--- src/hdl/fdp_pkg.sv ---
// Package of the format directive parser: character codes, conversion and
// size codes, token and phase types. No dependencies.
package fdp_pkg;

  localparam int NUMBER_BITS_DEF = 16;
  localparam int LENGTH_BITS_DEF = 8;
  localparam int QUEUE_DEPTH     = 4;

  localparam logic [7:0] CH_HASH  = 8'h23;
  localparam logic [7:0] CH_ZERO  = 8'h30;
  localparam logic [7:0] CH_ONE   = 8'h31;
  localparam logic [7:0] CH_NINE  = 8'h39;
  localparam logic [7:0] CH_MINUS = 8'h2D;
  localparam logic [7:0] CH_SPACE = 8'h20;
  localparam logic [7:0] CH_PLUS  = 8'h2B;
  localparam logic [7:0] CH_DOT   = 8'h2E;
  localparam logic [7:0] CH_PCT   = 8'h25;
  localparam logic [7:0] CH_H     = 8'h68;
  localparam logic [7:0] CH_L     = 8'h6C;
  localparam logic [7:0] CH_BIG_L = 8'h4C;
  localparam logic [7:0] CH_C     = 8'h63;
  localparam logic [7:0] CH_S     = 8'h73;
  localparam logic [7:0] CH_P     = 8'h70;
  localparam logic [7:0] CH_D     = 8'h64;
  localparam logic [7:0] CH_I     = 8'h69;
  localparam logic [7:0] CH_O     = 8'h6F;
  localparam logic [7:0] CH_U     = 8'h75;
  localparam logic [7:0] CH_X     = 8'h78;
  localparam logic [7:0] CH_BIG_X = 8'h58;
  localparam logic [7:0] CH_F     = 8'h66;

  localparam logic [3:0] CONV_INVALID = 4'd0;
  localparam logic [3:0] CONV_C       = 4'd1;
  localparam logic [3:0] CONV_S       = 4'd2;
  localparam logic [3:0] CONV_P       = 4'd3;
  localparam logic [3:0] CONV_D       = 4'd4;
  localparam logic [3:0] CONV_I       = 4'd5;
  localparam logic [3:0] CONV_O       = 4'd6;
  localparam logic [3:0] CONV_U       = 4'd7;
  localparam logic [3:0] CONV_X       = 4'd8;
  localparam logic [3:0] CONV_BIG_X   = 4'd9;
  localparam logic [3:0] CONV_F       = 4'd10;
  localparam logic [3:0] CONV_PCT     = 4'd11;

  localparam logic [2:0] SIZE_NONE  = 3'd0;
  localparam logic [2:0] SIZE_HH    = 3'd1;
  localparam logic [2:0] SIZE_H     = 3'd2;
  localparam logic [2:0] SIZE_L     = 3'd3;
  localparam logic [2:0] SIZE_LL    = 3'd4;
  localparam logic [2:0] SIZE_BIG_L = 3'd5;

  typedef enum logic [3:0] {
    CL_OTHER, CL_HASH, CL_ZERO, CL_MINUS, CL_SPACE, CL_PLUS,
    CL_DIGIT, CL_DOT, CL_H, CL_L, CL_BIG_L, CL_PCT
  } cls_t;

  typedef struct packed {
    cls_t       cls;
    logic [3:0] digit;
    logic [3:0] conv;
  } tok_t;

  typedef enum logic [2:0] {
    PH_IDLE, PH_FLAGS, PH_WIDTH, PH_PREC, PH_AFTER_H, PH_AFTER_L, PH_CONV
  } phase_t;

  typedef enum logic [3:0] {
    ACT_IGNORE, ACT_OPEN, ACT_FLAG, ACT_WDIGIT, ACT_DOT, ACT_PDIGIT,
    ACT_SIZE_H, ACT_SIZE_L, ACT_SIZE_BIG_L, ACT_SIZE_HH, ACT_SIZE_LL, ACT_EMIT
  } act_t;

endpackage

--- src/hdl/format_directive_parser.sv ---
// Format directive parser: characters in, one record per directive out.
// A record reaches m_tdata through the front register, token queue and output register.
// Throughput: one character per cycle while m_tready does not stall the output register.
// Reset: synchronous, active high; empties the front stage, queue and output register.
// Top level; depends on fdp_pkg, fdp_front, fdp_queue and fdp_back.
module format_directive_parser import fdp_pkg::*; #(
  parameter  int NUMBER_BITS = NUMBER_BITS_DEF,
  parameter  int LENGTH_BITS = LENGTH_BITS_DEF,
  localparam int DataBits    = ((10 + 2 * NUMBER_BITS + LENGTH_BITS + 7) / 8) * 8
) (
  input  logic                clk,
  input  logic                rst,
  input  logic                s_tvalid,
  output logic                s_tready,
  input  logic [7:0]          s_tdata,   // character
  output logic                m_tvalid,
  input  logic                m_tready,
  // alternate_flag, zero_pad_flag, left_align_flag, space_flag, plus_flag,
  // has_width, field_width, has_precision, precision_value, size_code,
  // consumed_length, zero fill
  output logic [DataBits-1:0] m_tdata,
  output logic [3:0]          m_tuser    // conversion
);

  logic f_valid;
  logic f_ready;
  tok_t f_tok;
  logic q_valid;
  logic q_ready;
  tok_t q_tok;

  fdp_front u_front (
    .clk       (clk),
    .rst       (rst),
    .s_tvalid  (s_tvalid),
    .s_tready  (s_tready),
    .s_tdata   (s_tdata),
    .tok_valid (f_valid),
    .tok_ready (f_ready),
    .tok       (f_tok)
  );

  fdp_queue u_queue (
    .clk       (clk),
    .rst       (rst),
    .in_valid  (f_valid),
    .in_ready  (f_ready),
    .in_tok    (f_tok),
    .out_valid (q_valid),
    .out_ready (q_ready),
    .out_tok   (q_tok)
  );

  fdp_back #(
    .NUMBER_BITS (NUMBER_BITS),
    .LENGTH_BITS (LENGTH_BITS)
  ) u_back (
    .clk       (clk),
    .rst       (rst),
    .tok_valid (q_valid),
    .tok_ready (q_ready),
    .tok       (q_tok),
    .m_tvalid  (m_tvalid),
    .m_tready  (m_tready),
    .m_tdata   (m_tdata),
    .m_tuser   (m_tuser)
  );

endmodule

--- src/hdl/fdp_front.sv ---
// Front stage: registers each incoming character as a classified token.
// Depends on fdp_pkg.
module fdp_front import fdp_pkg::*; (
  input  logic       clk,
  input  logic       rst,
  input  logic       s_tvalid,
  output logic       s_tready,
  input  logic [7:0] s_tdata,   // [7:0] character
  output logic       tok_valid,
  input  logic       tok_ready,
  output tok_t       tok
);

  tok_t tok_c;

  always_comb begin
    tok_c.digit = s_tdata[3:0];
    tok_c.cls   = CL_OTHER;
    if (s_tdata >= CH_ONE && s_tdata <= CH_NINE) begin
      tok_c.cls = CL_DIGIT;
    end else begin
      unique case (s_tdata)
        CH_HASH:  tok_c.cls = CL_HASH;
        CH_ZERO:  tok_c.cls = CL_ZERO;
        CH_MINUS: tok_c.cls = CL_MINUS;
        CH_SPACE: tok_c.cls = CL_SPACE;
        CH_PLUS:  tok_c.cls = CL_PLUS;
        CH_DOT:   tok_c.cls = CL_DOT;
        CH_H:     tok_c.cls = CL_H;
        CH_L:     tok_c.cls = CL_L;
        CH_BIG_L: tok_c.cls = CL_BIG_L;
        CH_PCT:   tok_c.cls = CL_PCT;
        default:  tok_c.cls = CL_OTHER;
      endcase
    end
    unique case (s_tdata)
      CH_C:     tok_c.conv = CONV_C;
      CH_S:     tok_c.conv = CONV_S;
      CH_P:     tok_c.conv = CONV_P;
      CH_D:     tok_c.conv = CONV_D;
      CH_I:     tok_c.conv = CONV_I;
      CH_O:     tok_c.conv = CONV_O;
      CH_U:     tok_c.conv = CONV_U;
      CH_X:     tok_c.conv = CONV_X;
      CH_BIG_X: tok_c.conv = CONV_BIG_X;
      CH_F:     tok_c.conv = CONV_F;
      CH_PCT:   tok_c.conv = CONV_PCT;
      default:  tok_c.conv = CONV_INVALID;
    endcase
  end

  assign s_tready = !tok_valid || tok_ready;

  always_ff @(posedge clk) begin
    if (rst) begin
      tok_valid <= 1'b0;
    end else if (s_tready) begin
      tok_valid <= s_tvalid;
    end
    if (s_tvalid && s_tready) begin
      tok <= tok_c;
    end
  end

endmodule

--- src/hdl/fdp_queue.sv ---
// Short token queue between the front stage and the parser back end.
// Depends on fdp_pkg.
module fdp_queue import fdp_pkg::*; (
  input  logic clk,
  input  logic rst,
  input  logic in_valid,
  output logic in_ready,
  input  tok_t in_tok,
  output logic out_valid,
  input  logic out_ready,
  output tok_t out_tok
);

  localparam int PtrBits = $clog2(QUEUE_DEPTH);

  tok_t               mem [QUEUE_DEPTH];
  logic [PtrBits-1:0] wr_ptr;
  logic [PtrBits-1:0] rd_ptr;
  logic [PtrBits:0]   count;
  logic               push;
  logic               pop;

  assign in_ready  = count != (PtrBits+1)'(QUEUE_DEPTH);
  assign out_valid = count != '0;
  assign push      = in_valid && in_ready;
  assign pop       = out_valid && out_ready;
  assign out_tok   = mem[rd_ptr];

  always_ff @(posedge clk) begin
    if (rst) begin
      wr_ptr <= '0;
      rd_ptr <= '0;
      count  <= '0;
    end else begin
      if (push) begin
        wr_ptr <= wr_ptr + PtrBits'(1);
      end
      if (pop) begin
        rd_ptr <= rd_ptr + PtrBits'(1);
      end
      if (push && !pop) begin
        count <= count + (PtrBits+1)'(1);
      end else if (pop && !push) begin
        count <= count - (PtrBits+1)'(1);
      end
    end
    if (push) begin
      mem[wr_ptr] <= in_tok;
    end
  end

endmodule

--- src/hdl/fdp_back.sv ---
// Parser back end: directive state machine, accumulators and output register.
// Depends on fdp_pkg.
module fdp_back import fdp_pkg::*; #(
  parameter  int NUMBER_BITS = NUMBER_BITS_DEF,
  parameter  int LENGTH_BITS = LENGTH_BITS_DEF,
  localparam int DataBits    = ((10 + 2 * NUMBER_BITS + LENGTH_BITS + 7) / 8) * 8
) (
  input  logic                clk,
  input  logic                rst,
  input  logic                tok_valid,
  output logic                tok_ready,
  input  tok_t                tok,
  output logic                m_tvalid,
  input  logic                m_tready,
  output logic [DataBits-1:0] m_tdata,
  output logic [3:0]          m_tuser
);

  localparam int RecBits = 10 + 2 * NUMBER_BITS + LENGTH_BITS;
  localparam int MacBits = NUMBER_BITS + 4;

  phase_t                 phase, phase_next;
  act_t                   act;
  logic [4:0]             flags, flags_next;
  logic [NUMBER_BITS-1:0] wacc, wacc_next;
  logic [NUMBER_BITS-1:0] pacc, pacc_next;
  logic                   has_w, has_w_next;
  logic                   has_p, has_p_next;
  logic [2:0]             size, size_next;
  logic [LENGTH_BITS-1:0] count, count_next;
  logic [LENGTH_BITS-1:0] count_inc;
  logic [LENGTH_BITS-1:0] count_out;
  logic [NUMBER_BITS-1:0] mac_base;
  logic [MacBits-1:0]     mac_sum;
  logic [NUMBER_BITS-1:0] mac_sat;
  logic [2:0]             size_raw;
  logic [2:0]             size_out;
  logic [RecBits-1:0]     rec;
  logic                   take;
  logic                   is_digit;
  logic                   is_flag;
  act_t                   size_act;

  assign tok_ready = !m_tvalid || m_tready;
  assign take      = tok_valid && tok_ready;

  always_comb begin
    is_digit = tok.cls == CL_DIGIT || tok.cls == CL_ZERO;
    is_flag  = tok.cls == CL_HASH || tok.cls == CL_ZERO || tok.cls == CL_MINUS ||
               tok.cls == CL_SPACE || tok.cls == CL_PLUS;
    priority if (tok.cls == CL_H) begin
      size_act = ACT_SIZE_H;
    end else if (tok.cls == CL_L) begin
      size_act = ACT_SIZE_L;
    end else if (tok.cls == CL_BIG_L) begin
      size_act = ACT_SIZE_BIG_L;
    end else begin
      size_act = ACT_EMIT;
    end
    unique case (phase)
      PH_IDLE:    act = (tok.cls == CL_PCT) ? ACT_OPEN : ACT_IGNORE;
      PH_FLAGS: begin
        priority if (is_flag) act = ACT_FLAG;
        else if (tok.cls == CL_DIGIT) act = ACT_WDIGIT;
        else if (tok.cls == CL_DOT) act = ACT_DOT;
        else act = size_act;
      end
      PH_WIDTH: begin
        priority if (is_digit) act = ACT_WDIGIT;
        else if (tok.cls == CL_DOT) act = ACT_DOT;
        else act = size_act;
      end
      PH_PREC:    act = is_digit ? ACT_PDIGIT : size_act;
      PH_AFTER_H: act = (tok.cls == CL_H) ? ACT_SIZE_HH : ACT_EMIT;
      PH_AFTER_L: act = (tok.cls == CL_L) ? ACT_SIZE_LL : ACT_EMIT;
      PH_CONV:    act = ACT_EMIT;
      default:    act = ACT_IGNORE;
    endcase
    phase_next = phase;
    if (take) begin
      unique case (act)
        ACT_IGNORE:     phase_next = PH_IDLE;
        ACT_OPEN:       phase_next = PH_FLAGS;
        ACT_FLAG:       phase_next = PH_FLAGS;
        ACT_WDIGIT:     phase_next = PH_WIDTH;
        ACT_DOT:        phase_next = PH_PREC;
        ACT_PDIGIT:     phase_next = PH_PREC;
        ACT_SIZE_H:     phase_next = PH_AFTER_H;
        ACT_SIZE_L:     phase_next = PH_AFTER_L;
        ACT_SIZE_BIG_L: phase_next = PH_CONV;
        ACT_SIZE_HH:    phase_next = PH_CONV;
        ACT_SIZE_LL:    phase_next = PH_CONV;
        ACT_EMIT:       phase_next = PH_IDLE;
        default:        phase_next = PH_IDLE;
      endcase
    end
  end

  always_comb begin
    mac_base  = (act == ACT_PDIGIT) ? pacc : wacc;
    mac_sum   = MacBits'({mac_base, 3'b000}) + MacBits'({mac_base, 1'b0}) +
                MacBits'(tok.digit);
    mac_sat   = (mac_sum[MacBits-1:NUMBER_BITS] != '0) ? '1 : mac_sum[NUMBER_BITS-1:0];
    count_inc = (&count) ? count : count + LENGTH_BITS'(1);

    priority if (phase == PH_AFTER_H) size_raw = SIZE_H;
    else if (phase == PH_AFTER_L) size_raw = SIZE_L;
    else size_raw = size;
    size_out = size_raw;
    if (tok.conv == CONV_C || tok.conv == CONV_S || tok.conv == CONV_P) begin
      size_out = SIZE_NONE;
    end
    if (tok.conv != CONV_F && size_raw == SIZE_BIG_L) begin
      size_out = SIZE_NONE;
    end
    if (tok.conv == CONV_F &&
        (size_raw == SIZE_HH || size_raw == SIZE_H || size_raw == SIZE_LL)) begin
      size_out = SIZE_NONE;
    end
    count_out = (tok.conv != CONV_INVALID) ? count_inc : count;
    rec = {count_out, size_out, pacc, has_p, wacc, has_w, flags};

    flags_next = flags;
    wacc_next  = wacc;
    pacc_next  = pacc;
    has_w_next = has_w;
    has_p_next = has_p;
    size_next  = size;
    count_next = count;
    if (take) begin
      unique case (act)
        ACT_IGNORE: ;
        ACT_OPEN, ACT_EMIT: begin
          flags_next = '0;
          wacc_next  = '0;
          pacc_next  = '0;
          has_w_next = 1'b0;
          has_p_next = 1'b0;
          size_next  = SIZE_NONE;
          count_next = (act == ACT_OPEN) ? LENGTH_BITS'(1) : '0;
        end
        ACT_FLAG: begin
          flags_next[0] = flags[0] | (tok.cls == CL_HASH);
          flags_next[1] = flags[1] | (tok.cls == CL_ZERO);
          flags_next[2] = flags[2] | (tok.cls == CL_MINUS);
          flags_next[3] = flags[3] | (tok.cls == CL_SPACE);
          flags_next[4] = flags[4] | (tok.cls == CL_PLUS);
          count_next    = count_inc;
        end
        ACT_WDIGIT: begin
          wacc_next  = mac_sat;
          has_w_next = 1'b1;
          count_next = count_inc;
        end
        ACT_DOT: begin
          has_p_next = 1'b1;
          count_next = count_inc;
        end
        ACT_PDIGIT: begin
          pacc_next  = mac_sat;
          count_next = count_inc;
        end
        ACT_SIZE_H, ACT_SIZE_L: count_next = count_inc;
        ACT_SIZE_BIG_L: begin
          size_next  = SIZE_BIG_L;
          count_next = count_inc;
        end
        ACT_SIZE_HH: begin
          size_next  = SIZE_HH;
          count_next = count_inc;
        end
        ACT_SIZE_LL: begin
          size_next  = SIZE_LL;
          count_next = count_inc;
        end
        default: ;
      endcase
    end
  end

  always_ff @(posedge clk) begin
    if (rst) begin
      phase    <= PH_IDLE;
      flags    <= '0;
      wacc     <= '0;
      pacc     <= '0;
      has_w    <= 1'b0;
      has_p    <= 1'b0;
      size     <= SIZE_NONE;
      count    <= '0;
      m_tvalid <= 1'b0;
    end else begin
      phase <= phase_next;
      flags <= flags_next;
      wacc  <= wacc_next;
      pacc  <= pacc_next;
      has_w <= has_w_next;
      has_p <= has_p_next;
      size  <= size_next;
      count <= count_next;
      if (take && act == ACT_EMIT) begin
        m_tvalid <= 1'b1;
      end else if (m_tready) begin
        m_tvalid <= 1'b0;
      end
    end
    if (take && act == ACT_EMIT) begin
      m_tdata <= DataBits'(rec);
      m_tuser <= tok.conv;
    end
  end

endmodule

--- config.mk ---
export PLATFORM = sky130hd
export DESIGN_NAME = format_directive_parser
export DESIGN_NICKNAME = d
export VERILOG_FILES = /design/src/hdl/fdp_pkg.sv /design/src/hdl/format_directive_parser.sv /design/src/hdl/fdp_front.sv /design/src/hdl/fdp_queue.sv /design/src/hdl/fdp_back.sv
export SDC_FILE = /design/constraint.sdc
export NUM_CORES = 1
export LEC_CHECK = 0
export BUFFER_PORTS_ARGS = -buffer_cell sky130_fd_sc_hd__buf_2
export CORE_UTILIZATION = 40
export CTS_CLUSTER_SIZE = 40
export DETAILED_ROUTE_END_ITERATION = 7
export PLACE_DENSITY_LB_ADDON = 0.3
export SKIP_CTS_REPAIR_TIMING = 1
export SLEW_MARGIN = 20
export SYNTH_ARGS = -nofsm -noshare
export SYNTH_HDL_FRONTEND = slang
export SYNTH_SLANG_ARGS = --single-unit
export TNS_END_PERCENT = 50
--- constraint.sdc ---
create_clock -name clk -period 12.1 [get_ports clk]
set_clock_uncertainty 0.15 [all_clocks]
set_input_delay 0.605 -clock clk [delete_from_list [all_inputs] [get_ports clk]]
set_output_delay 0.605 -clock clk [all_outputs]
set_load 0.1 [all_outputs]
; ---- Yosys cells after proc, flatten, opt, wreduce, memory -nomap -nowiden
; Memory sizes are Yosys's and may differ from the RTL's. A register that Yosys moved wholly into a read port is not among the register bits.
; Index checks and enable logic that the tools add are counted.
[op_classes]
add_sub_neg = 7
magnitude_cmp = 2
eq_ne = 58
muxes = 36
bitwise = 5
n_reduce_logical = 46
[ops]
columns = operator, n
row1 = "equality test 8 x 7 -> 1 bit, second input constant", 13
row2 = one-hot mux 16 bit (2 select lines), 2
row3 = "equality test 8 x 6 -> 1 bit, second input constant", 7
row4 = one-hot mux 4 bit (11 select lines), 1
row5 = one-hot mux 4 bit (10 select lines), 1
row6 = "equality test 4 bit, second input constant", 9
row7 = "equality test 4 x 3 -> 1 bit, second input constant", 8
row8 = two-way mux 16 bit, 2
row9 = two-way mux 4 bit, 7
row10 = one-hot mux 4 bit (7 select lines), 1
row11 = "equality test 4 x 2 -> 1 bit, second input constant", 6
row12 = adder 19 x 17 -> 20 bit, 1
row13 = adder 20 x 4 -> 20 bit, 1
row14 = two-way mux 8 bit, 2
row15 = one-hot mux 8 bit (2 select lines), 1
row16 = "equality test 3 bit, second input constant", 5
row17 = nonzero test 2 bit, 7
row18 = "equality test 4 x 1 -> 1 bit, second input constant", 3
row19 = two-way mux 3 bit, 4
row20 = one-hot mux 3 bit (4 select lines), 1
row21 = AND reduction 2 bit, 6
row22 = nonzero test 4 bit, 3
row23 = logical OR 1 bit, 11
row24 = one-hot mux 5 bit (2 select lines), 1
row25 = other kinds (22), 51
[totals]
ff_bits = 125
ramBits = 48
romBits = 48
inputBits = 12
output_inout_bits = 62
word_cells = 174
mem_count = 2
[mem_list]
columns = memory, depth, width, read_ports, rd_clocked_by_memory_dff, write_ports, line_no
row1 = (name not given), 16, 3, 1, 1, 0, fdp_back.sv:81  ; unique case (act)
row2 = u_queue.mem, 4, 12, 1, 1, 1, fdp_queue.sv:16  ; tok_t mem [QUEUE_DEPTH];

; ---- Logic depth before layout (Yosys ltp)
[depth]
depth_word = 15
ltp_mapped = 30
depth_no_buf = 25

; ---- Cells and area by module
; From an unflattened synthesis, not the netlist that was laid out.
[hier_totals]
hier_cells = 760
area_unflattened_um2 = 8939.8
[modules_own_cells]
columns = mod, n_inst, cells_per_inst, area_each_um2, seq_area_each_um2
row1 = fdp_back, 1, 564, 5823.1, 2682.6
row2 = fdp_queue, 1, 110, 2220.9, 1621.6
row3 = fdp_front, 1, 86, 895.9, 380.4

; ---- Least setup slack after synthesis
; Ideal clock, no wire load.
[synth_timing]
path_kind = reg-to-reg
from = register (tool-made name)
to = register u_back.pacc[1]
setup_time_ns = 0.117
t_arrival_ns = 5.821
required_ns = 11.833
path_slack_ns = 6.012
path_stages_with_launch = 30
synth_period_minus_slack_ns = 6.088
cell_sequence = dfxtp_1 -> buf_6 -> mux4_2 -> buf_6 -> nor2b_1 -> nor2_1 -> o32ai_1 -> o21ai_0 -> a21oi_1 -> o31ai_1 -> ha_1 -> buf_6 -> nand2_4 -> buf_4 -> mux2_2 -> ha_1 -> ha_1 -> inv_1 -> fa_1 -> nor2b_1 -> o21ai_0 -> a21boi_0 -> o21ai_0 -> a21oi_1 -> o211a_1 -> a2111oi_0 -> o211ai_2 -> buf_6 -> or2_0 -> a22o_1
[synth_rtl]
columns = item, line_no
row1 = to (signal assigned), fdp_back.sv:196  ; pacc <= pacc_next;
row2 = to (decl), fdp_back.sv:26  ; logic [NUMBER_BITS-1:0] pacc, pacc_next;

==> qor.tcl <==
set qor(route.detailed.drc) 0
set qor(power.leakage_uw) 0.00391
set qor(placed_cells_incl_taps) 1040
set qor(timing.final.hold_violations) 0
set qor(data_arrival_at_the_endpoint_of_the_critical_path_ps) 7320
set qor(area_delta_synth_final_pct) 12.9
set qor(global_route.usage.total_pct) 15.3
set qor(die-height_um) 149
set qor(most_frequent_cells_in_the_layout) {edfxtp_1 (114), buf_2 (67), dfxtp_1 (63)}
set qor(critical_path_class) {reg2reg}
set qor(coreArea_sq_mm) 0.0211
set qor(pwr-share-seq_pct) 38.7
set qor(io_buffers) 67
set qor(maximum_number_of_pins_on_one_net_before_global_route_repair) 56
set qor(floorplan_die_area_sq_mm) 0.0221
set qor(hold-path-cell-count) 0
set qor(floorplan.die.width_um) 149
set qor(dp.final_hpwl_um) 11000
set qor(synthAdderAreaFrac_pct) 6.66
set qor(drt-vias-per-instance) 5.24
set qor(ys_async_sr_fraction_pct) 0
set qor(post_synth_edffs) 114
set qor(syn_area_per_cell_sq_um) 11.9
set qor(pwr_density_cell_mw_per_mm2) 200
set qor(max-cap-violations) 0
set qor(netlist-cell-type-count) 78
set qor(most_frequent_standard_cell_in_the_layout_excluding_fill_and_tap_cells) {edfxtp_1}
set qor(cts_tree) {yes}
set qor(cts_root_buffer) {clkbuf_16}
set qor(worstPathMaxFanout) 18
set qor(post_synth_mux_area_share_pct) 6.92
set qor(antennaDiodeCount) 0
set qor(finalMaxSlewViolations) 0
set qor(crit_path_start_kind) {flop}
set qor(layout_worst_path_cycle_share_pct) 59.1
set qor(finalNetCount) 840
set qor(netlist_area_sq_mm) 0.00861
set qor(first_global_vias) 5192
set qor(synth_top_family_by_area) {compound AO/OA/AOI/OAI gates}
set qor(cts.clk_slew.worst_paths_ps) 70
set qor(power.total_uw) 1940
set qor(grt_first_pass_wirelength_um) 26300
set qor(timing.reg2reg.setup_slack_ps) 4950
set qor(min_delay_worst_endpoint) {u_back.m_tdata[5]}
set qor(p_clk_share_pct) 29.1
set qor(floorplan.rows) 53
set qor(sink_count_of_the_clock_tree) 177
set qor(power.internal_uw) 1250
set qor(power.net_switching_uw) 690
set qor(power.switching_fraction_pct) 35.5
set qor(cp-end-kind) {flop}
set qor(synth_top_area_share_pct) 39.8
set qor(fin_util_pct) 46.1
set qor(post_drt_wl_per_cell_um) 15.1
set qor(gr-total-overflow) 0
set qor(synth_simple_gate_area_share_pct) 12.8
set qor(status) {completed}
set qor(primary_ff_master_synth) {edfxtp_1}
set qor(synth_seq_cells) 177
set qor(ioPinCount) 74
set qor(ys.warnings.count) 0
set qor(worst-r2r-cell-count) 25
set qor(seq_area_frac_synth_pct) 54.4
set qor(setup_tns_ps) 0
set qor(initial_utilization_pct) 40.8
set qor(gp_congestion) 0.842
set qor(most_area_hungry_cell_type_in_the_yosys_netlist) {edfxtp_1}
set qor(routed_wl_um) 16100
set qor(ys_top_cells_by_area) {edfxtp_1 (40%), dfxtp_1 (15%), ha_1 (6.0%)}
set qor(setup_viol_count_final) 0
set qor(required_ps) 12270
set qor(final.hold.worst_slack_ps) 277
set qor(ir_drop_v) 0.0000772
set qor(capture_point_of_the_worst_reg_to_reg_path) {u_back.wacc[15]}
set qor(cts_max_level) 4
set qor(synthesis.instances) 726
set qor(slew-limit-headroom_pct) 34.5
set qor(cts_buffer_depth) 2
set qor(numCtsBuffers) 17
set qor(hold_path_startpoint) {u_back.has_w}
set qor(drt-pass1-iter-count) 5
set qor(combinationalPowerShare_pct) 32.2
set qor(grt_antenna_before_repair) 0
set qor(detail_route.iter0.violations) 389
set qor(synth_compound_area_share_pct) 13.2
set qor(synth_xor_area_share_pct) 1.93
set qor(ratio_of_cells_with_drive_above_1_in_the_final_layout_pct) 17.3
set qor(vias) 5619
set qor(postRouteAntennaNets) 0
set qor(hold_class) {reg2reg}
set qor(worst-slew-pin-transition_ps) 979
set qor(clk_latency_ps) 430
set qor(n_fill_cell) 1935
set qor(unrepaired_setup_endpoints_after_global_routing) {false}
set qor(shortest_period_the_worst_path_allows_ps) 7150
set qor(max_freq_mhz) 140
set qor(layout.cells.non_filler) 1072
==> per-layer routing <==
layer / part of all wire (%) / wire length [um] / track usage (%) / vias to the layer above
met1: 49 / 7890 / 20.4 / 2669
met2: 46 / 7480 / 24.2 / 121
li1: - / - / - / 2813
met3: 3.5 / 561 / 3.47 / 16
met4: 1.3 / 216 / 5.62 / 0
met5: 0 / 0 / 0 / -
==> critical path, cell delays in order (launching register included) <==
cell and delay, ps:
dfxtp_1 770, mux4_1 820, inv_1 240, nor2_1 90
a21oi_1 150, nand2_1 60, o21ai_0 90, a21oi_1 80
o31ai_1 140, ha_1 440, nand2_4 250, mux2_2 370
ha_1 300, ha_1 210, inv_1 70, fa_1 170
nor2b_1 60, o21ai_0 180, a21boi_0 140, o21ai_0 260
a21oi_1 140, o211a_1 250, a2111oi_0 590, o211ai_2 400
or2_2 420, a22o_1 210
==> cell families after synthesis <==
family                     count (synthesis)
AOI/OAI and AO/OA                        168
xor gates and xnor gates                  19
adders and majority gates                 44
buffers and inverters                     64
DFF                                      177
muxes                                     39
other                                      1
and+or+nand+nor                          214
==> through the flow <==
stage          setup slack (ps)  instance area, sq um
6_report                   4950                  9710
5_1_grt                    4370                  9710
4_1_cts                    4910                  9710
3_5_place_dp               4900                  9100
3_3_place_gp               5080                  9100
2_1_floorplan              6010                  8620
==> Yosys cell counts (all sizes together) (8+ instances only) <==
library cell / instances
nor3b: 9
nor3: 9
o21ai: 36
and2: 9
xnor2: 8
xor2: 11
a21o: 11
nand2: 48
mux2: 17
dfxtp: 63
nor2b: 15
nand3: 17
nor2: 58
edfxtp: 114
buf: 23
a31oi: 13
nand2b: 18
mux2i: 10
mux4: 12
ha: 41
inv: 26
clkbuf: 14
a21oi: 38
a22o: 25
==> final cells by class <==
cell class	instances	area, sq um	area share (%)
sequential	177	4680	48.2
multi-input combinational	490	3600	37.1
clock buffer	20	457	4.70
timing repair buffer	72	373	3.84
tap	275	344	3.54
clock inverter	12	155	1.60
inverter	26	97.6	1.00
==> power groups by stage <==
stage	Sequential (uW)	Combinational (uW)	Clock, uW
6_report	752	625	566
2_1_floorplan	819	471	0
3_3_place_gp	765	622	0
4_1_cts	753	628	577
3_5_place_dp	766	624	0
5_1_grt	761	686	602
==> registers in the layout, summed over array words and instances (netlist names), 2 cells and up, named ones only <==
signal / flops
u_queue.mem: 48
u_back.count: 8
u_back.size: 2
u_queue.rd_ptr: 2
u_front.tok: 12
u_back.flags: 5
u_back.m_tdata: 50
u_back.pacc: 16
u_back.m_tuser: 4
u_queue.count: 3
u_back.phase: 3
u_queue.wr_ptr: 2
u_back.wacc: 16
==> worst max path at each step <==
stage,startpoint,to,slack [ps],depth (start not counted)
after floorplan,flop,u_back.pacc[1],6010,29
after global placement,flop,u_back.wacc[15],5080,25
after detailed placement,flop,u_back.wacc[15],4900,25
after CTS,flop,u_back.wacc[15],4910,25
after global routing,flop,u_back.wacc[15],4370,25
final,flop,u_back.wacc[15],4950,25
(Power assumes the default switching activity.)
